--- src/rtl/core/i2cm_pkg.sv ---
`timescale 1ns / 1ps
// Shared types, command codes and the phase pin table of the I2C master byte engine.
// No dependencies; imported by the front end, queue, engine, top level and testbench.
package i2cm_pkg;

  localparam int unsigned CMD_W       = 3;
  localparam int unsigned BYTE_W      = 8;
  localparam int unsigned PHASE_W     = 2;
  localparam int unsigned BIT_CNT_W   = 4;
  localparam int unsigned QDEPTH      = 2;   // power of two
  localparam int unsigned QPTR_W      = $clog2(QDEPTH);
  localparam int unsigned QCNT_W      = $clog2(QDEPTH + 1);

  localparam logic [CMD_W-1:0] CMD_TICK      = 3'd0;
  localparam logic [CMD_W-1:0] CMD_START     = 3'd1;
  localparam logic [CMD_W-1:0] CMD_STOP      = 3'd2;
  localparam logic [CMD_W-1:0] CMD_WRITE     = 3'd3;
  localparam logic [CMD_W-1:0] CMD_READ_ACK  = 3'd4;
  localparam logic [CMD_W-1:0] CMD_READ_NACK = 3'd5;

  localparam logic [PHASE_W-1:0] PH_BIT_LOW  = 2'd0;
  localparam logic [PHASE_W-1:0] PH_BIT_HIGH = 2'd1;
  localparam logic [PHASE_W-1:0] PH_ACK_LOW  = 2'd2;
  localparam logic [PHASE_W-1:0] PH_ACK_HIGH = 2'd3;

  localparam logic [BIT_CNT_W-1:0] BITS_PER_BYTE = 4'd8;
  localparam logic [BYTE_W-1:0]    PHASE_TICKS_RESET = 8'd3;

  typedef struct packed {
    logic [CMD_W-1:0]  op;
    logic [BYTE_W-1:0] tx_byte;
    logic              sda_sample;
  } item_t;

  typedef struct packed {
    logic scl;
    logic pull;
  } pins_t;

  // Pin levels held during a phase, given the command, phase and data MSB.
  function automatic pins_t enter_pins(logic [CMD_W-1:0] op, logic [PHASE_W-1:0] ph,
                                       logic msb);
    pins_t p;
    p.scl  = ph[0];
    p.pull = 1'b0;
    unique case (op)
      CMD_START: begin
        p.scl  = 1'b1;
        p.pull = ph[0];
      end
      CMD_STOP: begin
        p.scl  = (ph != PH_BIT_LOW);
        p.pull = (ph != PH_ACK_LOW);
      end
      CMD_WRITE: begin
        p.pull = !ph[1] && !msb;
      end
      default: begin
        p.pull = ph[1] && (op == CMD_READ_ACK);
      end
    endcase
    return p;
  endfunction

endpackage

--- src/rtl/core/i2cm_if.sv ---
`timescale 1ns / 1ps
// Valid/ready channel interfaces of the I2C master byte engine: commands, results, config.
// No dependencies.
interface i2cm_cmd_if;
  logic       valid;
  logic       ready;
  logic [2:0] cmd;
  logic [7:0] tx_byte;
  logic       sda_sample;
  modport source (output valid, cmd, tx_byte, sda_sample, input ready);
  modport sink   (input valid, cmd, tx_byte, sda_sample, output ready);
endinterface

interface i2cm_rsp_if;
  logic       valid;
  logic       ready;
  logic       scl_level;
  logic       sda_pull_low;
  logic       engine_busy;
  logic       cmd_done;
  logic [7:0] rx_byte;
  logic       nack_seen;
  modport source (output valid, scl_level, sda_pull_low, engine_busy, cmd_done, rx_byte,
                  nack_seen, input ready);
  modport sink   (input valid, scl_level, sda_pull_low, engine_busy, cmd_done, rx_byte,
                  nack_seen, output ready);
endinterface

interface i2cm_cfg_if;
  logic       valid;
  logic       ready;
  logic [7:0] phase_ticks;
  modport source (output valid, phase_ticks, input ready);
  modport sink   (input valid, phase_ticks, output ready);
endinterface

--- src/rtl/core/i2cm_front.sv ---
`timescale 1ns / 1ps
// Front end: accepts command items and classifies the opcode for the engine.
// Depends on i2cm_pkg and i2cm_cmd_if.
module i2cm_front (
  i2cm_cmd_if.sink        cmd_i,
  input  logic            push_ready_i,
  output logic            push_valid_o,
  output i2cm_pkg::item_t push_item_o
);
  import i2cm_pkg::*;

  logic known_cmd;

  // Codes above read-with-nack carry no command: treat them as plain ticks.
  assign known_cmd = (cmd_i.cmd == CMD_START) || (cmd_i.cmd == CMD_STOP) ||
                     (cmd_i.cmd == CMD_WRITE) || (cmd_i.cmd == CMD_READ_ACK) ||
                     (cmd_i.cmd == CMD_READ_NACK);

  assign cmd_i.ready             = push_ready_i;
  assign push_valid_o            = cmd_i.valid;
  assign push_item_o.op          = known_cmd ? cmd_i.cmd : CMD_TICK;
  assign push_item_o.tx_byte     = cmd_i.tx_byte;
  assign push_item_o.sda_sample  = cmd_i.sda_sample;

endmodule

--- src/rtl/core/i2cm_queue.sv ---
`timescale 1ns / 1ps
// Short FIFO of classified items between front end and engine.
// Depends on i2cm_pkg.
module i2cm_queue (
  input  logic            clk_i,
  input  logic            rst_ni,
  input  logic            push_valid_i,
  input  i2cm_pkg::item_t push_item_i,
  output logic            push_ready_o,
  output logic            pop_valid_o,
  output i2cm_pkg::item_t pop_item_o,
  input  logic            pop_ready_i
);
  import i2cm_pkg::*;

  item_t             slot_q [QDEPTH];
  logic [QPTR_W-1:0] wr_ptr_q, wr_ptr_d;
  logic [QPTR_W-1:0] rd_ptr_q, rd_ptr_d;
  logic [QCNT_W-1:0] count_q, count_d;
  logic              push, pop;

  assign push_ready_o = (count_q != QCNT_W'(QDEPTH));
  assign pop_valid_o  = (count_q != '0);
  assign pop_item_o   = slot_q[rd_ptr_q];
  assign push         = push_valid_i && push_ready_o;
  assign pop          = pop_ready_i && pop_valid_o;

  always_comb begin
    wr_ptr_d = push ? QPTR_W'(wr_ptr_q + 1'b1) : wr_ptr_q;
    rd_ptr_d = pop  ? QPTR_W'(rd_ptr_q + 1'b1) : rd_ptr_q;
    count_d  = count_q;
    if (push && !pop) begin
      count_d = QCNT_W'(count_q + 1'b1);
    end else if (pop && !push) begin
      count_d = QCNT_W'(count_q - 1'b1);
    end
  end

  always_ff @(posedge clk_i or negedge rst_ni) begin
    if (!rst_ni) begin
      wr_ptr_q <= '0;
      rd_ptr_q <= '0;
      count_q  <= '0;
    end else begin
      wr_ptr_q <= wr_ptr_d;
      rd_ptr_q <= rd_ptr_d;
      count_q  <= count_d;
    end
  end

  always_ff @(posedge clk_i) begin
    if (push) begin
      slot_q[wr_ptr_q] <= push_item_i;
    end
  end

  a_count_bound: assert property (@(posedge clk_i) disable iff (!rst_ni)
    count_q <= QCNT_W'(QDEPTH))
    else $error("queue count beyond depth");

endmodule

--- src/rtl/core/i2cm_back.sv ---
`timescale 1ns / 1ps
// Engine: runs the SCL/SDA phase sequencer one item per step and registers the result.
// Depends on i2cm_pkg, i2cm_rsp_if and i2cm_cfg_if.
module i2cm_back (
  input  logic            clk_i,
  input  logic            rst_ni,
  input  logic            pop_valid_i,
  input  i2cm_pkg::item_t pop_item_i,
  output logic            pop_ready_o,
  i2cm_cfg_if.sink        cfg_i,
  i2cm_rsp_if.source      rsp_o
);
  import i2cm_pkg::*;

  logic [BYTE_W-1:0]    phase_ticks_q;
  logic [BYTE_W-1:0]    limit;
  logic [CMD_W-1:0]     active_q, active_d;
  logic [PHASE_W-1:0]   phase_q, phase_d;
  logic [BYTE_W-1:0]    tick_q, tick_d;
  logic [BIT_CNT_W-1:0] bit_q, bit_d;
  logic [BYTE_W-1:0]    shift_q, shift_d;
  pins_t                pins_q, pins_d, out_pins;
  logic [BYTE_W-1:0]    rx_q, rx_d;
  logic                 nack_q, nack_d;
  logic                 busy, done, finish, is_read;
  logic                 step;
  logic                 rsp_valid_q;
  logic                 rsp_scl_q, rsp_pull_q, rsp_busy_q, rsp_done_q;

  assign cfg_i.ready = 1'b1;
  assign limit       = (phase_ticks_q == '0) ? BYTE_W'(1) : phase_ticks_q;

  // Step whenever an item waits and the result register is free or draining.
  assign step        = pop_valid_i && (!rsp_valid_q || rsp_o.ready);
  assign pop_ready_o = !rsp_valid_q || rsp_o.ready;

  always_comb begin
    active_d = active_q;
    phase_d  = phase_q;
    tick_d   = tick_q;
    bit_d    = bit_q;
    shift_d  = shift_q;
    pins_d   = pins_q;
    rx_d     = rx_q;
    nack_d   = nack_q;
    done     = 1'b0;
    finish   = 1'b0;
    if (active_q == CMD_TICK && pop_item_i.op != CMD_TICK) begin
      active_d = pop_item_i.op;
      phase_d  = PH_BIT_LOW;
      tick_d   = '0;
      bit_d    = '0;
      shift_d  = (pop_item_i.op == CMD_WRITE) ? pop_item_i.tx_byte : '0;
      pins_d   = enter_pins(pop_item_i.op, PH_BIT_LOW, shift_d[BYTE_W-1]);
    end
    out_pins = pins_d;
    busy     = (active_d != CMD_TICK);
    is_read  = (active_d == CMD_READ_ACK) || (active_d == CMD_READ_NACK);
    if (busy) begin
      tick_d = BYTE_W'(tick_d + 1'b1);
      if (tick_d >= limit) begin
        tick_d = '0;
        priority if (active_d == CMD_START) begin
          if (phase_d == PH_BIT_LOW) begin
            phase_d = PH_BIT_HIGH;
          end else begin
            pins_d = '{scl: 1'b0, pull: 1'b1};
            finish = 1'b1;
          end
        end else if (active_d == CMD_STOP) begin
          if (phase_d != PH_ACK_LOW) begin
            phase_d = PHASE_W'(phase_d + 1'b1);
          end else begin
            finish = 1'b1;
          end
        end else if (phase_d == PH_BIT_LOW || phase_d == PH_ACK_LOW) begin
          phase_d = PHASE_W'(phase_d + 1'b1);
        end else if (phase_d == PH_BIT_HIGH) begin
          // Sample on the last tick of SCL high; a write just advances the MSB.
          shift_d = {shift_d[BYTE_W-2:0], is_read && pop_item_i.sda_sample};
          bit_d   = BIT_CNT_W'(bit_d + 1'b1);
          phase_d = (bit_d >= BITS_PER_BYTE) ? PH_ACK_LOW : PH_BIT_LOW;
        end else begin
          if (is_read) begin
            rx_d = shift_d;
          end else begin
            nack_d = pop_item_i.sda_sample;
          end
          pins_d = '{scl: 1'b0, pull: 1'b0};
          finish = 1'b1;
        end
        if (finish) begin
          done     = 1'b1;
          active_d = CMD_TICK;
          phase_d  = PH_BIT_LOW;
          bit_d    = '0;
        end else begin
          pins_d = enter_pins(active_d, phase_d, shift_d[BYTE_W-1]);
        end
      end
    end
  end

  always_ff @(posedge clk_i or negedge rst_ni) begin
    if (!rst_ni) begin
      phase_ticks_q <= PHASE_TICKS_RESET;
      active_q      <= CMD_TICK;
      phase_q       <= PH_BIT_LOW;
      tick_q        <= '0;
      bit_q         <= '0;
      shift_q       <= '0;
      pins_q        <= '{scl: 1'b1, pull: 1'b0};
      rx_q          <= '0;
      nack_q        <= 1'b0;
      rsp_valid_q   <= 1'b0;
    end else begin
      if (cfg_i.valid) begin
        phase_ticks_q <= cfg_i.phase_ticks;
      end
      if (step) begin
        active_q    <= active_d;
        phase_q     <= phase_d;
        tick_q      <= tick_d;
        bit_q       <= bit_d;
        shift_q     <= shift_d;
        pins_q      <= pins_d;
        rx_q        <= rx_d;
        nack_q      <= nack_d;
        rsp_valid_q <= 1'b1;
      end else if (rsp_o.ready) begin
        rsp_valid_q <= 1'b0;
      end
    end
  end

  // Result payload: rx and nack come straight from their state registers.
  always_ff @(posedge clk_i) begin
    if (step) begin
      rsp_scl_q  <= out_pins.scl;
      rsp_pull_q <= out_pins.pull;
      rsp_busy_q <= busy;
      rsp_done_q <= done;
    end
  end

  assign rsp_o.valid        = rsp_valid_q;
  assign rsp_o.scl_level    = rsp_scl_q;
  assign rsp_o.sda_pull_low = rsp_pull_q;
  assign rsp_o.engine_busy  = rsp_busy_q;
  assign rsp_o.cmd_done     = rsp_done_q;
  assign rsp_o.rx_byte      = rx_q;
  assign rsp_o.nack_seen    = nack_q;

  a_done_goes_idle: assert property (@(posedge clk_i) disable iff (!rst_ni)
    step && done |=> active_q == CMD_TICK)
    else $error("engine not idle after command completion");

  a_done_is_busy: assert property (@(posedge clk_i) disable iff (!rst_ni)
    step && done |-> busy)
    else $error("completion flagged outside a command");

  a_idle_clean: assert property (@(posedge clk_i) disable iff (!rst_ni)
    active_q == CMD_TICK |-> phase_q == PH_BIT_LOW && bit_q == '0)
    else $error("idle engine holds stale phase or bit count");

  a_bit_bound: assert property (@(posedge clk_i) disable iff (!rst_ni)
    bit_q <= BITS_PER_BYTE)
    else $error("bit count past one byte");

  a_stall_holds_state: assert property (@(posedge clk_i) disable iff (!rst_ni)
    !step |=> $stable(active_q) && $stable(tick_q) && $stable(shift_q))
    else $error("engine state moved without a step");

endmodule

--- src/rtl/core/i2c_master_byte_engine_top.sv ---
`timescale 1ns / 1ps
// Top level of the I2C master byte engine: front end, item queue and phase engine.
// Depends on i2cm_pkg, i2cm_if, i2cm_front, i2cm_queue and i2cm_back.
//
//   channel  dir  handshake          payload
//   cmd_i    in   valid/ready        cmd[2:0], tx_byte[7:0], sda_sample
//   rsp_o    out  valid/ready        scl_level, sda_pull_low, engine_busy, cmd_done,
//                                    rx_byte[7:0], nack_seen
//   cfg_i    in   valid/ready(=1)    phase_ticks[7:0]
//
// One item per cycle sustained while rsp_o takes results; each item is one engine step. An item
// is written into a queue slot and the engine steps on it from there, so its result is
// registered in the result register, from which it can be taken.
// A two-entry queue lets the front accept while the result register is stalled; cmd_i
// ready drops once both slots hold items. Reset leaves SCL released high, SDA released,
// phase_ticks at 3 and the engine idle; no clearing pass is needed.
module i2c_master_byte_engine_top (
  input  logic        clk_i,
  input  logic        rst_ni,
  i2cm_cmd_if.sink    cmd_i,
  i2cm_cfg_if.sink    cfg_i,
  i2cm_rsp_if.source  rsp_o
);
  import i2cm_pkg::*;

  logic  push_valid, push_ready;
  item_t push_item;
  logic  pop_valid, pop_ready;
  item_t pop_item;

  i2cm_front u_front (
    .cmd_i        (cmd_i),
    .push_ready_i (push_ready),
    .push_valid_o (push_valid),
    .push_item_o  (push_item)
  );

  i2cm_queue u_queue (
    .clk_i        (clk_i),
    .rst_ni       (rst_ni),
    .push_valid_i (push_valid),
    .push_item_i  (push_item),
    .push_ready_o (push_ready),
    .pop_valid_o  (pop_valid),
    .pop_item_o   (pop_item),
    .pop_ready_i  (pop_ready)
  );

  i2cm_back u_back (
    .clk_i       (clk_i),
    .rst_ni      (rst_ni),
    .pop_valid_i (pop_valid),
    .pop_item_i  (pop_item),
    .pop_ready_o (pop_ready),
    .cfg_i       (cfg_i),
    .rsp_o       (rsp_o)
  );

endmodule

--- src/flat_wrapper.sv ---
// flat-port wrapper written by rule: the top's interface ports become plain ports
module i2c_master_byte_engine_top_flat import i2cm_pkg::*;
  (clk_i, rst_ni, cmd_i_valid, cmd_i_cmd, cmd_i_tx_byte, cmd_i_sda_sample, cmd_i_ready, cfg_i_valid, cfg_i_phase_ticks, cfg_i_ready, rsp_o_valid, rsp_o_scl_level, rsp_o_sda_pull_low, rsp_o_engine_busy, rsp_o_cmd_done, rsp_o_rx_byte, rsp_o_nack_seen, rsp_o_ready);
  i2cm_cmd_if cmd_i_i ();
  i2cm_cfg_if cfg_i_i ();
  i2cm_rsp_if rsp_o_i ();
  input  logic clk_i;
  input  logic rst_ni;
  input wire logic [$bits(cmd_i_i.valid)-1:0] cmd_i_valid;
  input wire logic [$bits(cmd_i_i.cmd)-1:0] cmd_i_cmd;
  input wire logic [$bits(cmd_i_i.tx_byte)-1:0] cmd_i_tx_byte;
  input wire logic [$bits(cmd_i_i.sda_sample)-1:0] cmd_i_sda_sample;
  output wire logic [$bits(cmd_i_i.ready)-1:0] cmd_i_ready;
  input wire logic [$bits(cfg_i_i.valid)-1:0] cfg_i_valid;
  input wire logic [$bits(cfg_i_i.phase_ticks)-1:0] cfg_i_phase_ticks;
  output wire logic [$bits(cfg_i_i.ready)-1:0] cfg_i_ready;
  output wire logic [$bits(rsp_o_i.valid)-1:0] rsp_o_valid;
  output wire logic [$bits(rsp_o_i.scl_level)-1:0] rsp_o_scl_level;
  output wire logic [$bits(rsp_o_i.sda_pull_low)-1:0] rsp_o_sda_pull_low;
  output wire logic [$bits(rsp_o_i.engine_busy)-1:0] rsp_o_engine_busy;
  output wire logic [$bits(rsp_o_i.cmd_done)-1:0] rsp_o_cmd_done;
  output wire logic [$bits(rsp_o_i.rx_byte)-1:0] rsp_o_rx_byte;
  output wire logic [$bits(rsp_o_i.nack_seen)-1:0] rsp_o_nack_seen;
  input wire logic [$bits(rsp_o_i.ready)-1:0] rsp_o_ready;
  assign cmd_i_i.valid = cmd_i_valid;
  assign cmd_i_i.cmd = cmd_i_cmd;
  assign cmd_i_i.tx_byte = cmd_i_tx_byte;
  assign cmd_i_i.sda_sample = cmd_i_sda_sample;
  assign cmd_i_ready = cmd_i_i.ready;
  assign cfg_i_i.valid = cfg_i_valid;
  assign cfg_i_i.phase_ticks = cfg_i_phase_ticks;
  assign cfg_i_ready = cfg_i_i.ready;
  assign rsp_o_valid = rsp_o_i.valid;
  assign rsp_o_scl_level = rsp_o_i.scl_level;
  assign rsp_o_sda_pull_low = rsp_o_i.sda_pull_low;
  assign rsp_o_engine_busy = rsp_o_i.engine_busy;
  assign rsp_o_cmd_done = rsp_o_i.cmd_done;
  assign rsp_o_rx_byte = rsp_o_i.rx_byte;
  assign rsp_o_nack_seen = rsp_o_i.nack_seen;
  assign rsp_o_i.ready = rsp_o_ready;
  i2c_master_byte_engine_top u_core (.clk_i(clk_i), .rst_ni(rst_ni), .cmd_i(cmd_i_i), .cfg_i(cfg_i_i), .rsp_o(rsp_o_i));
endmodule
--- config.mk ---
export PLATFORM = sky130hd
export DESIGN_NAME = i2c_master_byte_engine_top_flat
export DESIGN_NICKNAME = d
export VERILOG_FILES = /design/src/rtl/core/i2cm_pkg.sv /design/src/rtl/core/i2cm_if.sv /design/src/rtl/core/i2cm_front.sv /design/src/rtl/core/i2cm_queue.sv /design/src/rtl/core/i2cm_back.sv /design/src/rtl/core/i2c_master_byte_engine_top.sv /design/src/flat_wrapper.sv
export SDC_FILE = /design/constraint.sdc
export NUM_CORES = 1
export LEC_CHECK = 0
export ABC_CLOCK_PERIOD_IN_PS = 4650
export BUFFER_PORTS_ARGS = -buffer_cell sky130_fd_sc_hd__buf_2
export CAP_MARGIN = 20
export CORE_MARGIN = 2
export CORE_UTILIZATION = 53
export CTS_BUF_LIST = sky130_fd_sc_hd__clkbuf_8 sky130_fd_sc_hd__clkbuf_16
export DETAILED_ROUTE_END_ITERATION = 16
export GPL_TIMING_DRIVEN = 0
export PLACE_DENSITY = 0.76
export SYNTH_ARGS = -nofsm -noshare
export SYNTH_HDL_FRONTEND = slang
export SYNTH_SLANG_ARGS = --single-unit
export TNS_END_PERCENT = 100
--- constraint.sdc ---
create_clock -name clk_i -period 4.65 [get_ports clk_i]
set_input_delay 0.2325 -clock clk_i [delete_from_list [all_inputs] [get_ports clk_i]]
set_output_delay 0.2325 -clock clk_i [all_outputs]
set_load 0.03 [all_outputs]
### Yosys cells after proc, flatten, opt, wreduce, memory -nomap -nowiden

Memory sizes are Yosys's and may differ from the RTL's.
Cells that the tools add are included.

| word-level totals | value |
|---|---|
| output and inout bits | 16 |
| memories | 1 |
| bits in read-only memories | 0 |
| input port bits | 25 |
| bits in writable memories | 24 |
| register bits after elaboration | 53 |
| bits in latches | 0 |
| logic and storage cells | 152 |

Memory list:

| memory | words | width | read ports | clocked after Yosys merged registers in | write ports | line | text |
|---|---|---|---|---|---|---|---|
| u_core.u_queue.slot_q | 2 | 12 | 1 | 0 | 1 | i2cm_queue.sv:16 | `item_t slot_q [QDEPTH];` |

| operators by class | value |
|---|---|
| eq/ne operators | 18 |
| reduce and logical (&&, ||, !) cells | 33 |
| add/subtract/negate cells | 7 |
| multiplexer cells | 68 |
| bitwise logic cells | 5 |
| $lt $le $gt $ge | 2 |
| $mul | 0 |
| shift operators | 0 |
| divide/modulo/power cells | 0 |

Operator list:

| operator | number |
|---|---|
| 8-bit 2-to-1 mux | 14 |
| 2-bit 2-to-1 mux | 24 |
| 4-bit 2-to-1 mux | 8 |
| 3-bit by 2-bit equality test with 1-bit output (second input constant) | 6 |
| 8-bit AND reduction | 2 |
| 3-bit 2-to-1 mux | 5 |
| 1-bit 2-to-1 mux | 14 |
| 3-bit equality test (second input constant) | 4 |
| 3-bit by 1-bit equality test with 1-bit output (second input constant) | 3 |
| 8-bit by 1-bit adder with 8-bit output (second input constant) | 1 |
| 8-bit greater-or-equal comparator | 1 |
| 1-bit logical AND | 8 |
| 8-bit logical NOT | 1 |
| 2-bit nonzero test | 4 |
| 1-bit logical OR | 7 |
| 1-bit logical NOT | 6 |
| 2-bit inequality test (second input constant) | 3 |
| 3-bit nonzero test | 2 |
| 1-bit NOT | 5 |
| 2-bit by 1-bit adder with 2-bit output (second input constant) | 2 |
| 4-bit by 1-bit adder with 4-bit output (second input constant) | 1 |
| 4-bit greater-or-equal comparator (second input constant) | 1 |
| 1-bit one-hot mux with 2 select lines | 2 |
| 3-bit logical NOT | 1 |
| 7 further kinds | 8 |

### Logic depth before layout (Yosys ltp)

Gate-level depths: netlist of the first run.
An unclocked memory read counts as a cell.

| logic depth | value |
|---|---|
| depth in word-level cells | 19 |
| depth in mapped cells | 21 |
| depth with buffers taken out | 16 |

### Hierarchy

A second synthesis of the first run with hierarchy kept.

| unflattened totals | value |
|---|---|
| cells, all modules | 426 |
| area total of the unflattened synthesis | 4,347.9 sq um |

By module, submodules not included:

| module | area each (sq um) | cells each | instances | sequential area each (sq um) |
|---|---|---|---|---|
| i2cm_back | 3,164.3 | 357 | 1 | 1,249.9 |
| i2cm_queue | 1,078.5 | 55 | 1 | 820.8 |
| i2cm_front | 105.1 | 14 | 1 | 0.0 |

### Worst setup path before layout of the first run

No wires, ideal clock.

| timing path | value |
|---|---|
| path kind | flip-flop to flip-flop |
| from | register u_core.u_queue.rd_ptr_q |
| to | register u_core.u_back.bit_q[3] |
| data arrival time | 4,273 ps |
| cell stages (with the launch flop) | 22 |
| slack | 256 ps |
| data required time | 4,529 ps |
| cells stage by stage | dfrtp_1 -> buf_4 -> or4b_2 -> nand3_1 -> buf_2 -> buf_1 -> and2_1 -> ha_1 -> nand3_1 -> nor2_1 -> xnor2_1 -> nor2_1 -> ha_1 -> o21ai_0 -> o21bai_1 -> nand2_1 -> or3b_1 -> buf_2 -> or2_1 -> buf_6 -> a21o_1 -> a22o_1 |

| on the way | value |
|---|---|
| cells in the longest elaborated chain, start to end | 14 |
| elaborated cells between the ends (all ways) | 33 |

RTL lines:

| element | line | text |
|---|---|---|
| from (decl) | i2cm_queue.sv:18 | `logic [QPTR_W-1:0] rd_ptr_q, rd_ptr_d;` |
| from (signal assigned) | i2cm_queue.sv:46 | `rd_ptr_q <= rd_ptr_d;` |
| memory read 2 x 12 bit * | -- |  |
| branches (longest 12 deep; another with 8-bit by 1-bit adder with 8-bit output) | -- |  |
| 4-bit 2-to-1 mux * | i2cm_back.sv:59 | `if (busy) begin` |
| to (signal assigned) | i2cm_back.sv:124 | `bit_q <= bit_d;` |
| to (decl) | i2cm_back.sv:20 | `logic [BIT_CNT_W-1:0] bit_q, bit_d;` |

Mark *: on every way between the ends. The select of a mux whose other input is x is not followed.
A chain may end at the register's enable or synchronous reset.

### Worst setup path in the final report of the first run

Same ends and word-level chain as after synthesis.

==> qor.json, run 1 <==
{
  "clock_power_share_pct": 16.9,
  "relative_contribution_of_combinational_cells_to_total_power_pct": 45.7,
  "min_to": "u_core.u_queue.slot_q[1][4]",
  "die_area_sq_um": 8530,
  "first_global_vias": 3140,
  "die_height_um": 92.4,
  "ys_async_sr_fraction_pct": 63.6,
  "worst_skew_pair.late_latency_ps": 350,
  "synth.yosys.seq_area_share_pct": 50.0,
  "nets_final": 495,
  "syn_inst": 401,
  "tritoncts": "built",
  "timing.critical_path.required_ps": 4890,
  "placement.io_buffers": 39,
  "final_layout_size_suffix_gt1_share_pct": 20.0,
  "largest_net_degree_at_the_start_of_global_routing": 30,
  "synth.distinct_cells": 61,
  "cts.path.max_buffers": 2,
  "critical_path.startpoint": "u_core.u_queue.rd_ptr_q",
  "drt_wl_total_mm": 8.88,
  "cts-root-buf": "sky130_fd_sc_hd__clkbuf_8",
  "timing.slew.headroom_pct": 35.2,
  "irDropWorstVdd_mv": 0.320,
  "timing.hold.worst.class": "primary input to flop",
  "yosysMostFrequentCell": "sky130_fd_sc_hd__nand2_1",
  "p_total_mw": 2.63,
  "hold_path.startpoint": "cmd_i_tx_byte[3]",
  "cts_made_buffers": 9,
  "ys_top_cells_by_area": "sky130_fd_sc_hd__dfrtp_1 (28%), sky130_fd_sc_hd__edfxtp_1 (20%), sky130_fd_sc_hd__nand2_1 (4.4%)",
  "fp-row-count": 32,
  "drt_drc_violations_left": 0,
  "max_cap_violations": 0,
  "power.static_leakage_nw": 2.05,
  "synth_nets": 440,
  "worst-r2r-setup-slack_ps": 210,
  "crit_path_start_kind": "flop",
  "synthDominantAreaCellType": "sky130_fd_sc_hd__dfrtp_1",
  "hold-path-cell-count": 1,
  "reg2regPathDepth": 20,
  "setup.worst_path.end_class": "flop",
  "first_pass_grt_wire_length_mm": 14.7,
  "fin_util_pct": 61.7,
  "grt_overall_usage_pct": 22.0,
  "antenna_cells": 0,
  "critPathMaxFanout": 11,
  "cts_sinks": 77,
  "synthToLayoutAreaGrowth_pct": 14.1,
  "htree_num_levels": 3,
  "final-setup-viol-count": 0,
  "switching_share_pct": 41.8,
  "core_region_area_sq_um": 7650,
  "drt-initial-drc-count": 286,
  "edff_count_synth": 28,
  "cell_area_after_technology_mapping_sq_um": 4140,
  "synth_area_per_cell_sq_um": 10.3,
  "post_drt_via_cell_ratio": 5.74,
  "synth.top_cell.area_share_pct": 27.8,
  "ys_warn_count": 0,
  "synth_top_cells_by_count": "sky130_fd_sc_hd__nand2_1 (48), sky130_fd_sc_hd__dfrtp_1 (46), sky130_fd_sc_hd__o21ai_0 (32)",
  "timing_worst_slew_pin_value_ps": 969,
  "ys.flop_type": "sky130_fd_sc_hd__dfrtp_1",
  "start_util_pct": 54.1,
  "grt_antenna_before_repair": 0,
  "achievable-frequency_mhz": 225,
  "drv_slew": 0,
  "p_seq_share_pct": 37.4,
  "crit-reg2reg-capture": "u_core.u_back.bit_q[3]",
  "p_per_area_nw_per_um2": 558,
  "launch_point_of_the_worst_reg_to_reg_path": "u_core.u_queue.rd_ptr_q",
  "top_level_ports": 41,
  "ys_seq_elements": 77,
  "cell_internal_pwr_mw": 1.53,
  "worst_path_clk_slew_ps": 80,
  "period_needed_ps": 4440,
  "run_status": "finished clean",
  "fin_crit_sh_pct": 95.4,
  "total_count_of_hold_check_failures_in_the_final_report": 0,
  "detailedRoute.firstPassIterationCount": 5,
  "skew_ps": 9.63,
  "chipWidth_um": 92.4,
  "worst-setup-path-type": "flop to flop",
  "final_antenna_net_count": 0,
  "dp_hpwl_mm": 6.44,
  "drt-wirelength-per-cell_um": 15.8,
  "critPathArrivalTime_ps": 4680,
  "global_route.overflow_total": 0,
  "gp_congestion": 0.925,
  "power.switching_mw": 1.10,
  "dr_total_vias": 3234
}
-- final cells by class --
cell class	instances	area, sq um
fillers	655	2930
flip-flops and latches	77	2070
multi-input cells	289	1940
repair buffers	45	255
well taps	102	128
clock buffers	9	124
plain buffers	18	104
inverters	16	60.1
clock inverters	7	42.5
-- registers in the layout (all words and copies together) (netlist names) --
name	count
u_core.u_back.bit_q	4
u_core.u_queue.rd_ptr_q	1
u_core.u_back.rsp_o.scl_level	1
u_core.u_back.tick_q	8
u_core.u_back.rsp_o.nack_seen	1
u_core.u_queue.slot_q	24
u_core.u_back.shift_q	8
u_core.u_back.rsp_o.engine_busy	1
u_core.u_back.rsp_o.valid	1
u_core.u_back.rsp_o.cmd_done	1
u_core.u_queue.wr_ptr_q	1
u_core.u_back.rsp_o.sda_pull_low	1
u_core.u_back.active_q	3
u_core.u_back.pins_q	2
u_core.u_back.phase_ticks_q	8
u_core.u_back.phase_q	2
u_core.u_queue.count_q	2
u_core.u_back.rsp_o.rx_byte	8
-- metrics by stage --
step | setup TNS [ps] | instances | instance area (sq um) | hold WS (ps) | setup WS, ps
after floorplan | 0 | 401 | 4140 | -63.1 | 256
after global placement | -6570 | 542 | 4460 | 419 | -344
after detailed placement | -10210 | 543 | 4480 | 253 | -450
after CTS | 0 | 559 | 4670 | 61.7 | 10.7
after global routing | -10.6 | 563 | 4720 | 50.5 | -5.94
final | 0 | 563 | 4720 | 66.6 | 213
-- power groups by stage --
| stage | Sequential [mW] | Clock [mW] | Combinational (mW) |
|---|---|---|---|
| detailed placement | 0.994 | 0 | 1.13 |
| global placement | 0.985 | 0 | 1.10 |
| floorplan | 1.00 | 0 | 0.826 |
| CTS | 0.981 | 0.447 | 1.15 |
| finish | 0.983 | 0.446 | 1.20 |
| global route | 1.00 | 0.479 | 1.34 |
-- cells in the final DEF (no fill, tap or decap), drive strengths merged, types with 14 or more instances in the layout --
cell and instances:
inv 18, edfxtp 28, nand2 48, ha 14, nor2 25, mux2i 17, o21ai 32, buf 52
dfrtp 46, clkbuf 19
-- layer usage --
metal / wire length, um / global-route usage (%) / vias up
li1: - / - / 1569
met1: 3920 / 29.1 / 1553
met2: 4360 / 36.3 / 96
met4: 169 / 8.08 / 0
met3: 426 / 4.23 / 16
met5: 0 / 0 / -
-- worst max-delay path: stages, from the launching register on --
cell	delay (ps)
sky130_fd_sc_hd__dfrtp_1	410
sky130_fd_sc_hd__buf_6	160
sky130_fd_sc_hd__or4b_2	610
sky130_fd_sc_hd__nand3_1	140
sky130_fd_sc_hd__buf_6	170
sky130_fd_sc_hd__and2_1	180
sky130_fd_sc_hd__ha_4	170
sky130_fd_sc_hd__nand3_1	130
sky130_fd_sc_hd__nor2_1	150
sky130_fd_sc_hd__xnor2_1	160
sky130_fd_sc_hd__nor2_1	80
sky130_fd_sc_hd__ha_1	290
sky130_fd_sc_hd__o21ai_0	60
sky130_fd_sc_hd__o21bai_1	250
sky130_fd_sc_hd__nand2_1	80
sky130_fd_sc_hd__or3b_1	400
sky130_fd_sc_hd__buf_2	180
sky130_fd_sc_hd__or2_1	230
sky130_fd_sc_hd__buf_6	130
sky130_fd_sc_hd__a21o_1	170
sky130_fd_sc_hd__a22o_1	180
-- how the worst max path moves through the flow --
stage / end / slack (ps) / depth (start not counted)
finish: u_core.u_back.bit_q[3] / 210 / 20
global route: u_core.u_back.bit_q[3] / -6 / 20
CTS: u_core.u_back.bit_q[3] / 10 / 20
detailed placement: u_core.u_back.shift_q[2] / -450 / 20
global placement: u_core.u_back.bit_q[3] / -340 / 21
floorplan: u_core.u_back.bit_q[3] / 260 / 21
-- what timing repair did --
| item | 4_1_cts | 5_1_grt |
|---|---|---|
| endpoints found under the hold margin | 19 | 0 |
| hold buffers | 1 | 0 |
| gates resized for setup | 4 | 6 |
| setup buffers | 0 | 4 |
| pin swaps | 0 | 1 |
| setup endpoints to repair | 33 | 31 |
-- cell families (layout without fill, tap and decap cells) --
group	Yosys count	after routing	synth area share (%)
DFF	77	77	50.0
buffers and inverters	35	95	3.78
muxes	30	30	7.65
adders and majority gates	14	14	4.23
xor gates and xnor gates	13	13	2.75
AOI/OAI and AO/OA	93	93	14.9
and+or+nand+nor	138	138	16.6
other	1	1	0.0906
Power figures use the tool's default switching activity.
==> run 2: changes to the inputs <==
- ABC_AREA: not set -> 1
- CORE_UTILIZATION: 53 -> 54
- PLACE_DENSITY: 0.76 -> 0.77
==> run 2 against run 1 <==
Worst hold slack got worse by 5.7 ps. Die area increased by 2.7%. Utilization increased by 1.7 points. Sequential share of layout area decreased by 1.8 points. Critical path depth grew 7. Synthesized cell count up 23%. Cell count is 16% higher. Register-to-register slack improved by 410 ps. Sequential power rose by 8%. Flip-flop and latch count is the same. Clock power grew 30%. Critical endpoint is now u_core.u_back.bit_q[2].
==> qor.json, run 2 <==
{
  "first_pass_grt_wire_length_mm": 16.4,
  "drt-initial-drc-count": 258,
  "synthToLayoutAreaGrowth_pct": 13.6,
  "cts_sinks": 77,
  "cts_made_buffers": 9,
  "post_drt_via_cell_ratio": 5.50,
  "edff_count_synth": 28,
  "antenna_cells": 0,
  "p_per_area_nw_per_um2": 780,
  "final-setup-viol-count": 0,
  "max_cap_violations": 0,
  "ys_warn_count": 0,
  "fin_tns_setup_ps": 0,
  "skew_ps": 7.38,
  "total_placed_cells_including_tap_cells": 633,
  "period_needed_ps": 4020,
  "ys_top_cells_by_area": "sky130_fd_sc_hd__dfrtp_1 (27%), sky130_fd_sc_hd__edfxtp_1 (19%), sky130_fd_sc_hd__nand2_1 (8.3%)",
  "nets_final": 584,
  "synth.yosys.seq_area_share_pct": 47.7,
  "synth.top_cell.area_share_pct": 26.5,
  "most-common-layout-cells": "sky130_fd_sc_hd__nand2_1 (96), sky130_fd_sc_hd__inv_1 (65), sky130_fd_sc_hd__dfrtp_1 (46)",
  "worst_path_clk_slew_ps": 90,
  "run_status": "finished clean",
  "cts.path.max_buffers": 2,
  "power.static_leakage_nw": 2.34,
  "dp_hpwl_mm": 7.04,
  "critPathArrivalTime_ps": 4320,
  "synth.distinct_cells": 51,
  "placement.setup.worst_slack_ps": 738,
  "final_antenna_net_count": 0,
  "ys.flop_type": "sky130_fd_sc_hd__dfrtp_1",
  "drv_slew": 0,
  "drt_wl_total_mm": 9.79,
  "grtUsageMet2_pct": 40.6,
  "die_area_sq_um": 8770,
  "total_count_of_hold_check_failures_in_the_final_report": 0,
  "top_level_ports": 41,
  "timing.hold.worst.class": "primary input to flop",
  "postPlaceCellArea_sq_um": 4660,
  "top_usage_layer": "met2",
  "largest_register_ff_count": 24,
  "largest_net_degree_at_the_start_of_global_routing": 50,
  "timing.critical_path.required_ps": 4950,
  "critPathMaxFanout": 10,
  "synth_nets": 531,
  "ys_async_sr_fraction_pct": 63.6,
  "rsz0062_at_grt": "false",
  "nFillCells": 666,
  "synth_area_per_cell_sq_um": 8.82,
  "yosysMostFrequentCell": "sky130_fd_sc_hd__nand2_1",
  "worst_skew_pair.late_latency_ps": 360,
  "first_global_vias": 3522,
  "cts-root-buf": "sky130_fd_sc_hd__clkbuf_8",
  "start_util_pct": 55.8,
  "irDropWorstVdd_mv": 0.349,
  "achievable-frequency_mhz": 249,
  "cell_area_after_technology_mapping_sq_um": 4340,
  "grt_use_met1_pct": 31.3,
  "syn_inst": 492,
  "tritoncts": "built",
  "whs_ps": 60.9,
  "fin_crit_sh_pct": 86.5,
  "final_layout_size_suffix_gt1_share_pct": 21.1,
  "detailedRoute.firstPassIterationCount": 5,
  "layout_setup_ws_ps": 626,
  "placement.io_buffers": 39,
  "most_common_cell_after_layout_fill_and_taps_aside": "sky130_fd_sc_hd__nand2_1",
  "gp_congestion": 0.870,
  "synthDominantAreaCellType": "sky130_fd_sc_hd__dfrtp_1",
  "design_area_sq_um": 4930,
  "chipWidth_um": 93.6,
  "fp-row-count": 32,
  "ys_seq_elements": 77,
  "grt_overall_usage_pct": 23.9,
  "global_route.overflow_total": 0,
  "crit_path_start_kind": "flop",
  "finish.cell_count_without_fillers": 652,
  "met3_usage_pct": 4.51,
  "synth_top_cells_by_count": "sky130_fd_sc_hd__nand2_1 (96), sky130_fd_sc_hd__inv_1 (65), sky130_fd_sc_hd__dfrtp_1 (46)",
  "registers.top_by_ff_count": "u_core.u_queue.slot_q",
  "grt_antenna_before_repair": 0,
  "core_region_area_sq_um": 7770,
  "timing_worst_slew_pin_value_ps": 1010,
  "htree_num_levels": 3,
  "die_height_um": 93.6,
  "worst-setup-path-type": "flop to flop",
  "drt-wirelength-per-cell_um": 15.0,
  "setup.worst_path.end_class": "flop",
  "dr_total_vias": 3588,
  "drt_drc_violations_left": 0,
  "timing.slew.headroom_pct": 32.6
}
run 2: worst max-delay path, cell delays in order, from the launching register on:
cell and delay (ps):
sky130_fd_sc_hd__dfrtp_1 390, sky130_fd_sc_hd__buf_6 140, sky130_fd_sc_hd__inv_6 60, sky130_fd_sc_hd__buf_8 130, sky130_fd_sc_hd__nand2_2 50, sky130_fd_sc_hd__nand2_2 80, sky130_fd_sc_hd__nand3_2 70, sky130_fd_sc_hd__nand2_2 110
sky130_fd_sc_hd__buf_6 160, sky130_fd_sc_hd__nand2_4 60, sky130_fd_sc_hd__inv_1 130, sky130_fd_sc_hd__ha_1 210, sky130_fd_sc_hd__nand3_1 140, sky130_fd_sc_hd__nor3_2 150, sky130_fd_sc_hd__xnor2_1 150, sky130_fd_sc_hd__inv_1 90
sky130_fd_sc_hd__ha_1 280, sky130_fd_sc_hd__nand2_1 60, sky130_fd_sc_hd__nor2_1 140, sky130_fd_sc_hd__nand4_1 90, sky130_fd_sc_hd__nand3_1 300, sky130_fd_sc_hd__nand2_4 160, sky130_fd_sc_hd__nor2_4 260, sky130_fd_sc_hd__inv_2 60
sky130_fd_sc_hd__buf_6 150, sky130_fd_sc_hd__o21ai_2 110, sky130_fd_sc_hd__o2111ai_1 110, sky130_fd_sc_hd__nand2_1 90
run 2: area by class of cell:
| type | count | area [sq um] | share of cell area, % |
|---|---|---|---|
| flip-flops and latches | 77 | 2070 | 42.0 |
| multi-input cells | 330 | 1900 | 38.6 |
| inverters | 71 | 272 | 5.51 |
| repair buffers | 42 | 240 | 4.88 |
| well taps | 102 | 128 | 2.59 |
| clock buffers | 9 | 124 | 2.51 |
| clock inverters | 7 | 96.3 | 1.96 |
| plain buffers | 14 | 92.6 | 1.88 |
run 2: repair_timing:
action	in CTS	in global routing
hold buffers	0	1
endpoints found under the hold margin	0	23
resized for setup	0	0
buffers inserted	0	0
run 2: path summary, 6_finish.rpt:
| path | to | slack, ps | cells past startpoint | startpoint |
|---|---|---|---|---|
| min in group asynchronous | u_core.u_back.rsp_o.rx_byte[7] | 450 | 2 | rst_ni |
| hold / removal | u_core.u_queue.slot_q[0][4] | 60 | 1 | cmd_i_tx_byte[3] |
| max in group asynchronous | u_core.u_back.shift_q[5] | 3650 | 3 | rst_ni |
| hold reg to reg | u_core.u_queue.count_q[0] | 500 | 1 | u_core.u_queue.count_q[0] |
| setup / recovery | u_core.u_back.bit_q[2] | 630 | 27 | u_core.u_queue.rd_ptr_q |
| setup reg to reg | u_core.u_back.bit_q[2] | 630 | 27 | u_core.u_queue.rd_ptr_q |
run 2: per-stage QoR:
stage | utilization [%] | total power [mW]
finish | 63.4 | 3.84
global route | 63.4 | 4.16
CTS | 62.8 | 3.81
detailed placement | 60.0 | 3.23
global placement | 60.0 | 3.15
floorplan | - | 2.72
run 2: power by group:
| group | leakage [nW] | total, mW | internal, mW | switching (mW) |
|---|---|---|---|---|
| sequential | 0.871 | 1.06 | 0.949 | 0.115 |
| combinational | 1.37 | 2.20 | 0.700 | 1.50 |
| clock | 0.104 | 0.578 | 0.304 | 0.274 |
run 2: routing by layer:
layer	wire (um)	vias to the layer above	share of wire [%]
met5	0	-	0
met4	188	0	1.9
met3	493	21	5.0
met2	4840	129	49
met1	4270	1710	44
li1	-	1728	-
run 2: cells by family (layout without fill, tap and decap cells):
logic type	after synthesis	count (layout)	synth area share, %
muxes	7	7	1.79
and+or+nand+nor	198	198	22.5
xor gates and xnor gates	8	8	1.62
buffers and inverters	85	143	8.39
DFF	77	77	47.7
other	1	1	0.0864
AOI/OAI and AO/OA	102	102	13.8
adders and majority gates	14	14	4.04
